### config.mk
export PLATFORM = sky130hd
export DESIGN_NAME = websocket_frame_deframer_core
export DESIGN_NICKNAME = d
export VERILOG_FILES = /design/src/design/wsd_pkg.sv /design/src/design/websocket_frame_deframer_core.sv
export VERILOG_INCLUDE_DIRS = /design/src /design/src/design
export SDC_FILE = /design/constraint.sdc
export NUM_CORES = 1
export LEC_CHECK = 0
export BUFFER_PORTS_ARGS = -buffer_cell sky130_fd_sc_hd__buf_2
export CORE_MARGIN = 4
export CORE_UTILIZATION = 56
export DETAILED_ROUTE_END_ITERATION = 8
export HOLD_SLACK_MARGIN = 0.1
export PLACE_DENSITY_LB_ADDON = 0.08
export SETUP_SLACK_MARGIN = 0.05
export SYNTH_ARGS = -nofsm -noshare
export SYNTH_HDL_FRONTEND = slang
export SYNTH_SLANG_ARGS = --single-unit
### constraint.sdc
create_clock -name clock -period 3.6 [get_ports clock]
set_input_delay 0 -clock clock [delete_from_list [all_inputs] [get_ports clock]]
set_output_delay 0 -clock clock [all_outputs]
set_load 0.1 [all_outputs]
### src/design/websocket_frame_deframer_core_macros.svh
// Assertion macros for the WebSocket deframer core.
// Standalone header; the assertion bodies drop out when SYNTHESIS is defined.
`ifndef WEBSOCKET_FRAME_DEFRAMER_CORE_MACROS_SVH
`define WEBSOCKET_FRAME_DEFRAMER_CORE_MACROS_SVH
`ifndef SYNTHESIS
`define WSD_ASSERT_IMPLIES(lbl, clk, rst, ante, cons) \
   lbl: assert property (@(posedge clk) disable iff (rst) (ante) |-> (cons)) \
      else $error("deframer check failed");
`define WSD_ASSERT_NEXT(lbl, clk, rst, ante, cons) \
   lbl: assert property (@(posedge clk) disable iff (rst) (ante) |=> (cons)) \
      else $error("deframer check failed");
`else
`define WSD_ASSERT_IMPLIES(lbl, clk, rst, ante, cons)
`define WSD_ASSERT_NEXT(lbl, clk, rst, ante, cons)
`endif
`endif

### src/design/wsd_pkg.sv
// Shared types and constants for the WebSocket deframer core.
// No dependencies.
package wsd_pkg;

   typedef enum logic [2:0] {
      PH_HDR0    = 3'd0,
      PH_HDR1    = 3'd1,
      PH_EXTLEN  = 3'd2,
      PH_KEY     = 3'd3,
      PH_PAYLOAD = 3'd4,
      PH_CLOSED  = 3'd5
   } phase_type;

   localparam logic [1:0] KIND_PAYLOAD = 2'd0;
   localparam logic [1:0] KIND_EMPTY   = 2'd1;
   localparam logic [1:0] KIND_REJECT  = 2'd2;

   localparam logic [3:0] OP_CLOSE = 4'h8;

   localparam logic [6:0] LEN_EXT16 = 7'd126;
   localparam logic [6:0] LEN_EXT64 = 7'd127;

   // down counters hold "bytes left minus one"
   localparam logic [2:0] CNT_EXT16 = 3'd1;
   localparam logic [2:0] CNT_EXT64 = 3'd7;
   localparam logic [2:0] CNT_KEY   = 3'd3;

endpackage

### src/design/websocket_frame_deframer_core.sv
// WebSocket client-to-server deframer: takes one stream byte per word and
// returns unmasked payload bytes and frame events. Depends on wsd_pkg and the macros header.
//
// The core accepts one byte per clock cycle while req_ready is high; a result appears
// on rsp_valid in the cycle after the causing byte is accepted. Header parsing, the
// 64-bit remaining-length decrement and the unmask XOR all happen between the
// frame state registers and a single output register, so req_ready only drops
// while that output register holds a word the consumer has not taken. Header
// bytes give no word except the one that rejects an unmasked frame or ends the
// header of an empty frame. After a close frame ends or a frame is rejected,
// bytes are still taken but dropped until reset. There is no startup sweep.
module websocket_frame_deframer_core (
   input  logic       clock,
   input  logic       reset,
   input  logic       req_valid,
   output logic       req_ready,
   input  logic [7:0] req_data_byte,
   output logic       rsp_valid,
   input  logic       rsp_ready,
   output logic [1:0] rsp_kind,
   output logic [7:0] rsp_payload_byte,
   output logic [3:0] rsp_opcode,
   output logic       rsp_fin,
   output logic [2:0] rsp_reserved_bits,
   output logic       rsp_last_of_frame,
   output logic       rsp_now_closed,
   input  logic       csr_wr_en,
   input  logic       csr_wr_data
);
   import wsd_pkg::*;

   phase_type   phase_ff, phase_in;
   logic        require_mask_ff;
   logic [2:0]  cnt_ff, cnt_in;
   logic [63:0] rem_ff, rem_in;
   logic [31:0] key_ff, key_in;
   logic [1:0]  key_idx_ff, key_idx_in;
   logic [3:0]  opcode_ff, opcode_in;
   logic        fin_ff, fin_in;
   logic [2:0]  rsv_ff, rsv_in;
   logic        masked_ff, masked_in;

   logic        rsp_valid_ff, rsp_valid_in;
   logic [1:0]  kind_ff;
   logic [7:0]  pbyte_ff;
   logic [3:0]  op_out_ff;
   logic        fin_out_ff;
   logic [2:0]  rsv_out_ff;
   logic        last_ff;
   logic        closed_ff;

   logic        accept;
   logic [6:0]  len7;
   logic        is_ext;
   logic        reject;
   logic        is_close;
   logic [63:0] rem_shift;
   logic [7:0]  key_byte;

   logic        emit;
   logic [1:0]  emit_kind;
   logic [7:0]  emit_pbyte;
   logic        emit_last;
   logic        emit_closed;

   assign req_ready = !rsp_valid_ff || rsp_ready;
   assign accept    = req_valid && req_ready;
   assign len7      = req_data_byte[6:0];
   assign is_ext    = (len7 == LEN_EXT16) || (len7 == LEN_EXT64);
   assign reject    = !req_data_byte[7] && require_mask_ff;
   assign is_close  = (opcode_ff == OP_CLOSE);
   assign rem_shift = {rem_ff[55:0], req_data_byte};

   always_comb begin
      case (key_idx_ff)
         2'd0:    key_byte = key_ff[31:24];
         2'd1:    key_byte = key_ff[23:16];
         2'd2:    key_byte = key_ff[15:8];
         default: key_byte = key_ff[7:0];
      endcase
   end

   // next phase
   always_comb begin
      phase_in = phase_ff;
      if (accept) begin
         case (phase_ff)
            PH_HDR0: phase_in = PH_HDR1;
            PH_HDR1: begin
               if (reject)
                  phase_in = PH_CLOSED;
               else if (is_ext)
                  phase_in = PH_EXTLEN;
               else if (req_data_byte[7])
                  phase_in = PH_KEY;
               else if (len7 == 7'd0)
                  phase_in = is_close ? PH_CLOSED : PH_HDR0;
               else
                  phase_in = PH_PAYLOAD;
            end
            PH_EXTLEN: begin
               if (cnt_ff == 3'd0) begin
                  if (masked_ff)
                     phase_in = PH_KEY;
                  else if (rem_shift == 64'd0)
                     phase_in = is_close ? PH_CLOSED : PH_HDR0;
                  else
                     phase_in = PH_PAYLOAD;
               end
            end
            PH_KEY: begin
               if (cnt_ff == 3'd0) begin
                  if (rem_ff == 64'd0)
                     phase_in = is_close ? PH_CLOSED : PH_HDR0;
                  else
                     phase_in = PH_PAYLOAD;
               end
            end
            PH_PAYLOAD: begin
               if (rem_ff == 64'd1)
                  phase_in = is_close ? PH_CLOSED : PH_HDR0;
            end
            PH_CLOSED: phase_in = PH_CLOSED;
            default:   phase_in = PH_CLOSED;
         endcase
      end
   end

   // frame registers and result word
   always_comb begin
      cnt_in      = cnt_ff;
      rem_in      = rem_ff;
      key_in      = key_ff;
      key_idx_in  = key_idx_ff;
      opcode_in   = opcode_ff;
      fin_in      = fin_ff;
      rsv_in      = rsv_ff;
      masked_in   = masked_ff;
      emit        = 1'b0;
      emit_kind   = KIND_PAYLOAD;
      emit_pbyte  = 8'd0;
      emit_last   = 1'b0;
      emit_closed = 1'b0;
      if (accept) begin
         case (phase_ff)
            PH_HDR0: begin
               fin_in    = req_data_byte[7];
               rsv_in    = req_data_byte[6:4];
               opcode_in = req_data_byte[3:0];
            end
            PH_HDR1: begin
               masked_in  = req_data_byte[7];
               key_idx_in = 2'd0;
               if (reject) begin
                  emit        = 1'b1;
                  emit_kind   = KIND_REJECT;
                  emit_last   = 1'b1;
                  emit_closed = 1'b1;
               end else if (len7 == LEN_EXT16) begin
                  cnt_in = CNT_EXT16;
                  rem_in = 64'd0;
               end else if (len7 == LEN_EXT64) begin
                  cnt_in = CNT_EXT64;
                  rem_in = 64'd0;
               end else begin
                  rem_in = {57'd0, len7};
                  if (req_data_byte[7]) begin
                     cnt_in = CNT_KEY;
                  end else if (len7 == 7'd0) begin
                     emit        = 1'b1;
                     emit_kind   = KIND_EMPTY;
                     emit_last   = 1'b1;
                     emit_closed = is_close;
                  end
               end
            end
            PH_EXTLEN: begin
               rem_in = rem_shift;
               cnt_in = cnt_ff - 3'd1;
               if (cnt_ff == 3'd0) begin
                  if (masked_ff) begin
                     cnt_in = CNT_KEY;
                  end else if (rem_shift == 64'd0) begin
                     emit        = 1'b1;
                     emit_kind   = KIND_EMPTY;
                     emit_last   = 1'b1;
                     emit_closed = is_close;
                  end
               end
            end
            PH_KEY: begin
               key_in = {key_ff[23:0], req_data_byte};
               cnt_in = cnt_ff - 3'd1;
               if ((cnt_ff == 3'd0) && (rem_ff == 64'd0)) begin
                  emit        = 1'b1;
                  emit_kind   = KIND_EMPTY;
                  emit_last   = 1'b1;
                  emit_closed = is_close;
               end
            end
            PH_PAYLOAD: begin
               emit        = 1'b1;
               emit_kind   = KIND_PAYLOAD;
               emit_pbyte  = req_data_byte ^ (masked_ff ? key_byte : 8'd0);
               emit_last   = (rem_ff == 64'd1);
               emit_closed = (rem_ff == 64'd1) && is_close;
               rem_in      = rem_ff - 64'd1;
               key_idx_in  = key_idx_ff + 2'd1;
            end
            default: begin
               // closed: byte is dropped
            end
         endcase
      end
   end

   assign rsp_valid_in = (accept && emit) ? 1'b1 : (rsp_ready ? 1'b0 : rsp_valid_ff);

   always_ff @(posedge clock) begin
      if (reset) begin
         phase_ff        <= PH_HDR0;
         require_mask_ff <= 1'b1;
         cnt_ff          <= 3'd0;
         rem_ff          <= 64'd0;
         key_ff          <= 32'd0;
         key_idx_ff      <= 2'd0;
         opcode_ff       <= 4'd0;
         fin_ff          <= 1'b0;
         rsv_ff          <= 3'd0;
         masked_ff       <= 1'b0;
         rsp_valid_ff    <= 1'b0;
      end else begin
         phase_ff     <= phase_in;
         if (csr_wr_en)
            require_mask_ff <= csr_wr_data;
         cnt_ff       <= cnt_in;
         rem_ff       <= rem_in;
         key_ff       <= key_in;
         key_idx_ff   <= key_idx_in;
         opcode_ff    <= opcode_in;
         fin_ff       <= fin_in;
         rsv_ff       <= rsv_in;
         masked_ff    <= masked_in;
         rsp_valid_ff <= rsp_valid_in;
      end
   end

   always_ff @(posedge clock) begin
      if (accept && emit) begin
         kind_ff    <= emit_kind;
         pbyte_ff   <= emit_pbyte;
         op_out_ff  <= opcode_ff;
         fin_out_ff <= fin_ff;
         rsv_out_ff <= rsv_ff;
         last_ff    <= emit_last;
         closed_ff  <= emit_closed;
      end
   end

   assign rsp_valid         = rsp_valid_ff;
   assign rsp_kind          = kind_ff;
   assign rsp_payload_byte  = pbyte_ff;
   assign rsp_opcode        = op_out_ff;
   assign rsp_fin           = fin_out_ff;
   assign rsp_reserved_bits = rsv_out_ff;
   assign rsp_last_of_frame = last_ff;
   assign rsp_now_closed    = closed_ff;

`include "websocket_frame_deframer_core_macros.svh"

   `WSD_ASSERT_IMPLIES(a_event_is_last, clock, reset, rsp_valid_ff && (kind_ff != KIND_PAYLOAD), last_ff)
   `WSD_ASSERT_IMPLIES(a_event_no_data, clock, reset, rsp_valid_ff && (kind_ff != KIND_PAYLOAD), pbyte_ff == 8'd0)
   `WSD_ASSERT_IMPLIES(a_closed_word, clock, reset, rsp_valid_ff && closed_ff, phase_ff == PH_CLOSED)
   `WSD_ASSERT_NEXT(a_closed_sticky, clock, reset, phase_ff == PH_CLOSED, phase_ff == PH_CLOSED)

endmodule
==> results of run 1 <==
==> layout make-up <==
class,instances,area (µm²),share of cell area [%]
clock buffer,18,439.2,5.185
sequential,135,2903,34.27
multi-input combinational,737,4192,49.49
tap,172,215.2,2.541
timing repair buffer,75,525.5,6.205
inverter,16,60.06,0.7091
clock inverter,14,135.1,1.596
==> metal layers <==
metal	routed length, µm	global-route usage [%]	vias up
li1	-	-	3597
met4	391	9.481	0
met3	2116	7.457	49
met5	0	0	-
met2	10370	45.53	437
met1	9429	40.08	3615
==> worst register-to-register path, stage by stage (launching register included) <==
cell	delay, ns
dfxtp_1	0.37
nor3_1	0.61
and3_1	0.49
nand4_1	0.21
nor3_1	0.25
o21ai_0	0.28
a311oi_1	0.38
dlygate4sd3_1	0.59
==> final timing paths <==
check,start,end,slack (ns),cells after the start
hold reg to reg,rsv_ff[1],rsp_reserved_bits[1],0.44,0
setup reg to reg,rem_ff[8],rsp_valid,0.37,7
setup / recovery,rem_ff[8],rsp_valid,0.37,7
hold / removal,rsp_ready,rsp_kind[1],0.36,4
==> cells in the final DEF (no fill, tap or decap), types with 24 or more instances in the layout <==
cell	synthesis	layout
nor3_1	40	39
nand3_1	24	24
nand2_1	142	141
nor4_1	32	31
o21ai_0	63	63
a21oi_1	93	92
buf_4	0	26
buf_2	2	34
dfxtp_1	115	115
nor2_1	95	93
==> registers in the layout, summed over array words and instances (netlist names), 4 cells and up <==
register,cells
rsp_opcode,4
opcode_ff,4
key_ff,32
rsp_payload_byte,8
rem_ff,64
==> logic make-up (layout without fill, tap and decap cells) <==
family                   after synthesis  count (layout)  share of synthesized area (%)
AND/OR/NAND/NOR                      418             418                          26.68
flip-flops                           135             135                          39.06
multiplexers                          12              12                          1.616
buffers and inverters                 95             123                          4.933
XOR/XNOR                              15              15                          1.768
adder cells (fa/ha/maj)                8               8                          1.347
AO/OA/AOI/OAI                        284             284                          24.60
==> Yosys cell counts, types with 3 or more instances <==
| master | instances | area (µm²) |
|---|---|---|
| o311ai_0 | 3 | 26.28 |
| o31ai_1 | 6 | 45.04 |
| nand2_1 | 142 | 533.0 |
| nand2b_1 | 8 | 50.05 |
| a2bb2oi_1 | 9 | 78.83 |
| a21o_1 | 5 | 37.54 |
| edfxtp_1 | 20 | 600.6 |
| and3_1 | 13 | 81.33 |
| o31a_1 | 3 | 26.28 |
| a211o_1 | 3 | 26.28 |
| dfxtp_1 | 115 | 2302 |
| inv_1 | 16 | 60.06 |
| ha_1 | 8 | 100.1 |
| or2_2 | 3 | 18.77 |
| clkbuf_1 | 71 | 266.5 |
| xor2_1 | 9 | 78.83 |
| a22oi_1 | 8 | 60.06 |
| or3_1 | 8 | 50.05 |
| a211oi_1 | 6 | 45.04 |
| a32o_1 | 10 | 100.1 |
| or4_1 | 11 | 82.58 |
| a31oi_1 | 16 | 100.1 |
| o22ai_1 | 6 | 37.54 |
| nor2_1 | 95 | 356.6 |
| a21oi_1 | 93 | 465.5 |
| nand3_1 | 24 | 120.1 |
| a22o_1 | 4 | 35.03 |
| o32ai_1 | 5 | 43.79 |
| a32oi_1 | 12 | 105.1 |
| a222oi_1 | 8 | 80.08 |
| nor3_1 | 40 | 200.2 |
| nor4_1 | 32 | 200.2 |
| xnor2_1 | 6 | 52.55 |
| a221oi_1 | 8 | 70.07 |
| o21ai_0 | 63 | 315.3 |
| and2_1 | 6 | 37.54 |
| buf_1 | 5 | 18.77 |
| mux2i_1 | 12 | 120.1 |
| nor2b_1 | 9 | 56.30 |
| nand4_1 | 14 | 87.58 |
==> stage by stage <==
step / worst slack (ns) / cells / hold slack, ns
final: 0.3687 / 1167 / 0.3626
after global routing: 0.06256 / 1167 / 0.3666
after CTS: 0.4430 / 1167 / 0.3200
after detailed placement: 0.5855 / 1121 / 0.2056
after global placement: 0.6560 / 1121 / 0.2003
after floorplan: 0.1105 / 967 / 0.1179
==> where the power goes <==
group / internal, µW / switching [µW] / leakage, µW / total, µW
clock: 984 / 712 / 0.000276 / 1700
sequential: 1600 / 70.3 / 0.00111 / 1670
combinational: 487 / 1030 / 0.00161 / 1510
==> impl_metrics.yaml, run 1 <==
status:
  status: "complete, no violations"
synth:
  ys_async_sr_fraction_pct: 0
  synth_seq_area_share_pct: 39.06
  synth_edf_count: 20
  avgSynthCellArea_um2: 7.686
  ys.flop_type: "dfxtp_1"
  ys_ff_latch: 135
  syn-num-nets: 989
  synth_area_um2: 7432
  yosysUniqueCellTypes: 65
  syn_inst: 967
  ys_warn_count: 0
timing:
  setup_tns_ns: 0
  slew_violations: 0
  layout_min_cycle_time_ns: 3.231
  tightest_slew_ns: 0.8129
  fmax_mhz: 309.5
  finalSetupViolCount: 0
  grt_setup_unrepaired: "no"
  skew_ns: 0.008199
  slew_headroom_pct: 45.04
  finalCritPeriodShare_pct: 89.76
  hold_viol: 0
job:
  drv_cap: 0
clock_network:
  numCtsBuffers: 17
  cts_setup_buffers: 0
  htreeDepth: 4
  holdBufCountCts: 14
  cts_tree: "done"
  clk_pin_slew_ns: 0.06
  clk-insertion-delay-late_ns: 0.42
  cts_buffer_depth: 2
  root_buffer: "clkbuf_16"
  cts_resized: 0
  cts.sinks: 135
global_route:
  grt_overflow: 0
  grt_pass1_vias: 7036
  grt_pass1_wl_um: 35600
  grt_max_degree: 75
  antenna_found_initial: 0
  grt_use_total_pct: 29.33
placement:
  place_area_um2: 7755
  numPortBuffers: 35
  place_congestion: 0.9304
  dp_hpwl_um: 14320
final_layout:
  insertedDiodeCount: 0
  final_cell_area_um2: 8469
  syn2layout_area_growth_pct: 13.96
  drive_above_1_share_pct: 10.65
  num-fill-cells: 1124
  final_util_pct: 66.04
  final_nets: 1004
die:
  design.core.area_um2: 12820
  pin_count: 36
  die_w_um: 123.2
  rows: 41
  start_util_pct: 57.95
  die_h_um: 123.2
  die_area_um2: 15180
route:
  via_per_inst: 6.596
  dr.pass1.iters: 6
  drtIter0Drc: 1038
  vias: 7698
  drcViolationCount: 0
  ant_nets: 0
  avgRoutedWirePerCell_um: 19.12
  wl_um: 22310
setup_path:
  start_kind: "flop"
  critPathKind: "reg2reg"
  cp.required_ns: 3.96
  critPathBufInv: 1
  path_cells: "nor3_1, and3_1, nand4_1, nor3_1, o21ai_0, a311oi_1, dlygate4sd3_1"
  critPathMaxFanout: 10
  path_delay_family: "simple AND/OR/NAND/NOR gates"
  cp_slowest_cell: "nor3_1"
  crit_top_cell: "nor3_1"
  slowest_delay_ns: 0.61
  worstSetupEndpointType: "flop"
  critPathArrivalTime_ns: 3.59
power:
  powerDensity_nw_per_um2: 576.3
  ir_drop_uv: 519.3
  total_power_uw: 4881
  leakagePower_uw: 0.002993
worst_hold_path:
  hold_class: "in2reg"
Power figures use the tool's default switching activity.
==> inputs of run 2 (changes only) <==
CELL_PAD_IN_SITES_DETAIL_PLACEMENT = 1   (was not set)
CELL_PAD_IN_SITES_GLOBAL_PLACEMENT = 1   (was not set)
CORE_UTILIZATION = 42   (was 56)
TNS_END_PERCENT = 1   (was not set)
==> run 2 against run 1 <==
  * Flip-flop and latch count stayed put
  * Worst hold slack got worse by 0.010 ns
  * Critical path depth unchanged
  * Via count rose by 0.30%
  * Core utilization down 16 points
  * Global-route usage down 3.2 points
  * Clock power increased by 7%
  * Sequential share of layout area down 0.46 points
  * Clock skew increased by 0.0087 ns
  * First-iteration DRC count decreased by 40%
  * Combinational power rose by 3%
  * Critical path type unchanged
  * Highest routed layer unchanged
==> impl_metrics.yaml, run 2 (synthesized netlist as in run 1, its figures left out) <==
timing:
  finalSetupViolCount: 0
  setup_slack_ns: 0.3632
  finalCritPeriodShare_pct: 89.91
  slew_violations: 0
  setup_tns_ns: 0
  slew_headroom_pct: 43.80
  tightest_slew_ns: 0.8313
  hold_viol: 0
  fmax_mhz: 308.9
  grt_setup_unrepaired: "no"
  skew_ns: 0.01689
  layout_min_cycle_time_ns: 3.237
setup_path:
  worstSetupEndpointType: "flop"
  critPathKind: "reg2reg"
  critPathArrivalTime_ns: 3.61
  cp.required_ns: 3.97
  critPathMaxFanout: 7
  start_kind: "flop"
global_route:
  grt_pass1_wl_um: 42120
  grt_use_total_pct: 26.18
  grt_max_degree: 58
  grt_pass1_vias: 7755
  antenna_found_initial: 0
  grt_overflow: 0
route:
  drcViolationCount: 0
  via_per_inst: 6.324
  ant_nets: 0
  drtIter0Drc: 623
  avgRoutedWirePerCell_um: 21.22
  wl_um: 25900
  vias: 7721
  dr.pass1.iters: 5
placement:
  numPortBuffers: 35
  place_area_um2: 7831
  dp_hpwl_um: 17100
  preCtsSetupSlack_ns: 0.4395
  place_congestion: 0.8798
final_layout:
  layout_commonest_cell: "nand2_1"
  drive_above_1_share_pct: 10.84
  largest_reg_flops: 64
  final_cell_area_um2: 8584
  layout_common_cells: "140 x nand2_1, 115 x dfxtp_1, 93 x nor2_1"
  final_nets: 1005
  syn2layout_area_growth_pct: 15.51
  regMostFlops: "rem_ff"
  insertedDiodeCount: 0
  num-fill-cells: 2094
die:
  rows: 48
  pin_count: 36
  design.core.area_um2: 17300
  start_util_pct: 42.97
  die_w_um: 141.0
  die_area_um2: 19890
  die_h_um: 141.0
clock_network:
  clk_pin_slew_ns: 0.06
  cts.sinks: 135
  root_buffer: "clkbuf_16"
  cts_buffer_depth: 2
  clk-insertion-delay-late_ns: 0.43
  cts_setup_buffers: 0
  cts_tree: "done"
  htreeDepth: 4
  numCtsBuffers: 17
power:
  comb_power_share_pct: 30.8
  p_sw_share_pct: 37.59
  internal-power_uw: 3152
  powerDensity_nw_per_um2: 588.4
  p_sw_uw: 1899
  pwr-share-seq_pct: 33.2
  pwr-share-clk_pct: 36.0
  leakagePower_uw: 0.003017
  ir_drop_uv: 364.3
job:
  drv_cap: 0
status:
  status: "complete, no violations"
worst_hold_path:
  hold_class: "in2reg"
run 2: cell count changes in the layout (fill, tap and decap cells not counted), sizes merged:
| cell | change |
|---|---|
| buf | +1 |
| clkbuf | +2 |
| clkinvlp | -1 |
| inv | -1 |
run 2: power groups by stage:
stage | clock network, µW | logic [µW] | registers (µW)
floorplan | 0 | 963 | 1800
global placement | 0 | 1480 | 1700
detailed placement | 0 | 1500 | 1710
CTS | 1850 | 1530 | 1680
global route | 1910 | 1680 | 1690
finish | 1820 | 1560 | 1680
run 2: metrics by stage:
step                cells  util [%]  total power (µW)  hold WS (ns)
floorplan             967         -              2761        0.1179
global placement     1175     45.28              3178        0.2050
detailed placement   1175     45.28              3212        0.2170
CTS                  1221     49.60              5052        0.3184
global route         1221     49.63              5275        0.3710
finish               1221     49.63              5051        0.3524
run 2: final cells by class:
class	count	area (µm²)	area share, %
inverter	16	60.06	0.6996
tap	225	281.5	3.279
sequential	135	2903	33.81
clock buffer	20	479.2	5.582
multi-input combinational	737	4199	48.91
timing repair buffer	76	533.0	6.209
clock inverter	12	128.9	1.501
run 2: final timing paths:
kind	start	to	slack, ns	cells after the start
setup / recovery	rem_ff[8]	rsp_valid	0.36	7
setup reg to reg	rem_ff[8]	rsp_valid	0.36	7
hold reg to reg	fin_ff	rsp_fin	0.44	0
hold / removal	csr_wr_en	require_mask_ff	0.35	3
run 2: timing repair:
| action | CTS | global route |
|---|---|---|
| endpoints found under the hold margin | 48 | 0 |
| hold buffers | 14 | 0 |
| setup endpoints to repair | 0 | 1 |
| resized for setup | 0 | 1 |
run 2: metal layers:
layer	part of all wire, %	GRT usage [%]	wire length, µm
met1	47	36.32	12120
met2	46	41.66	11990
met3	5.2	4.444	1348
met4	1.7	8.312	448
met5	0	0	0
run 2: worst max-delay path: stages, from the launching register on:
cell and delay, ns:
dfxtp_1 0.37, nor3_1 0.60, nand3_1 0.24, or3_1 0.41, nor4_1 0.26, o21ai_0 0.34
a311oi_1 0.36, dlygate4sd3_1 0.59
==> inputs of run 3 (changes only) <==
RECOVER_POWER = 25   (was not set)
==> run 3 against run 2 <==
  * Global-route usage is the same
  * Non-clock buffer count is the same
  * Sequential power is essentially flat
  * Clock skew shrank 0.0018 ns
  * Critical endpoint unchanged
  * Largest power group unchanged
==> impl_metrics.yaml, run 3 (synthesized netlist as in run 1, its figures left out) <==
clock_network:
  clk-insertion-delay-late_ns: 0.43
  cts_setup_buffers: 0
  htreeDepth: 4
  clk_pin_slew_ns: 0.06
  root_buffer: "clkbuf_16"
  cts.sinks: 135
  cts_tree: "done"
  numCtsBuffers: 17
  cts_buffer_depth: 2
global_route:
  grt_use_total_pct: 26.18
  antenna_found_initial: 0
  grt_overflow: 0
  grt_pass1_vias: 7755
  grt_max_degree: 58
  grt_pass1_wl_um: 42120
timing:
  layout_min_cycle_time_ns: 3.239
  slew_headroom_pct: 4.033
  slew_violations: 0
  hold_viol: 0
  grt_setup_unrepaired: "no"
  tightest_slew_ns: 1.440
  holdWs_ns: 0.3549
  fmax_mhz: 308.7
  setup_tns_ns: 0
  finalSetupViolCount: 0
  skew_ns: 0.01505
  finalCritPeriodShare_pct: 89.97
die:
  die_h_um: 141.0
  die_w_um: 141.0
  rows: 48
  design.core.area_um2: 17300
  start_util_pct: 42.97
  die_area_um2: 19890
  pin_count: 36
route:
  drtIter0Drc: 616
  ant_nets: 0
  wl_um: 25810
  dr.pass1.iters: 8
  via_per_inst: 6.315
  avgRoutedWirePerCell_um: 21.14
  drcViolationCount: 0
  vias: 7711
power:
  p_sw_uw: 1893
  powerDensity_nw_per_um2: 589.4
  pwr-share-clk_pct: 36.0
  leakagePower_uw: 0.002956
  pwr-share-seq_pct: 33.3
  p_sw_share_pct: 37.56
  comb_power_share_pct: 30.7
  internal-power_uw: 3147
  ir_drop_uv: 366.0
final_layout:
  final_nets: 1005
  layout_common_cells: "140 x nand2_1, 115 x dfxtp_1, 93 x nor2_1"
  largest_reg_flops: 64
  syn2layout_area_growth_pct: 15.05
  final_cells: 1221
  regMostFlops: "rem_ff"
  layout_commonest_cell: "nand2_1"
  drive_above_1_share_pct: 8.534
  insertedDiodeCount: 0
placement:
  dp_hpwl_um: 17100
  numPortBuffers: 35
  place_congestion: 0.8798
  place_inst: 1175
setup_path:
  start_kind: "flop"
  cp.required_ns: 3.97
  critPathArrivalTime_ns: 3.61
  critPathKind: "reg2reg"
  worstSetupEndpointType: "flop"
  critPathMaxFanout: 7
job:
  drv_cap: 0
status:
  status: "complete, no violations"
worst_hold_path:
  hold_class: "in2reg"
[run 3: cell count changes in the layout (fill, tap and decap cells not counted)]
cell      delta
clkbuf_1    +23
buf_2       -22
buf_4        -2
and2_0       +1
and2_1       -1
clkbuf_2     +1
[run 3: timing repair]
| action | in CTS | in global routing |
|---|---|---|
| setup endpoints to repair | 0 | 1 |
| hold buffers | 14 | 0 |
| resized for setup | 0 | 1 |
| endpoints found under the hold margin | 48 | 0 |
[run 3: worst paths after layout]
| check | cells after the start | to | from | slack, ns |
|---|---|---|---|---|
| hold reg to reg | 0 | rsp_fin | fin_ff | 0.44 |
| hold / removal | 3 | require_mask_ff | csr_wr_en | 0.35 |
| setup reg to reg | 7 | rsp_valid | rem_ff[8] | 0.36 |
| setup / recovery | 7 | rsp_valid | rem_ff[8] | 0.36 |
[run 3: cell type report]
class                           instances  area, µm²
Inverter                               16      60.06
Fill cell                            2105       8746
Tap cell                              225      281.5
Clock buffer                           20      479.2
Timing Repair Buffer                   76      499.2
Multi-Input combinational cell        737       4199
Sequential cell                       135       2903
Clock inverter                         12      128.9
[run 3: power groups by stage]
stage               combinational (µW)  clock (µW)  sequential (µW)
global route                      1670        1910             1690
CTS                               1530        1850             1680
detailed placement                1500           0             1710
global placement                  1480           0             1700
finish                            1550        1810             1680
floorplan                          963           0             1800
[run 3: critical path, cell delays in order (launching register included)]
cell and delay, ns:
dfxtp_1 0.38, nor3_1 0.61, nand3_1 0.23, or3_1 0.41, nor4_1 0.25, o21ai_0 0.33
a311oi_1 0.36, dlygate4sd3_1 0.60
[run 3: routing by layer]
layer	global-route usage [%]	up-vias	routed length (µm)
met4	8.312	0	515
met2	41.66	208	11920
met5	0	-	0
li1	-	3602	-
met1	36.32	3855	12190
met3	4.444	46	1193
[run 3: stage by stage]
stage                     util (%)  cell area (µm²)  worst slack [ns]  total power, µW
after floorplan                  -             7432            0.1105             2761
after global placement       45.28             7831            0.6187             3178
after detailed placement     45.28             7831            0.4395             3212
after CTS                    49.60             8579            0.2907             5052
after global routing         49.44             8551            0.1068             5271
final                        49.44             8551            0.3610             5040
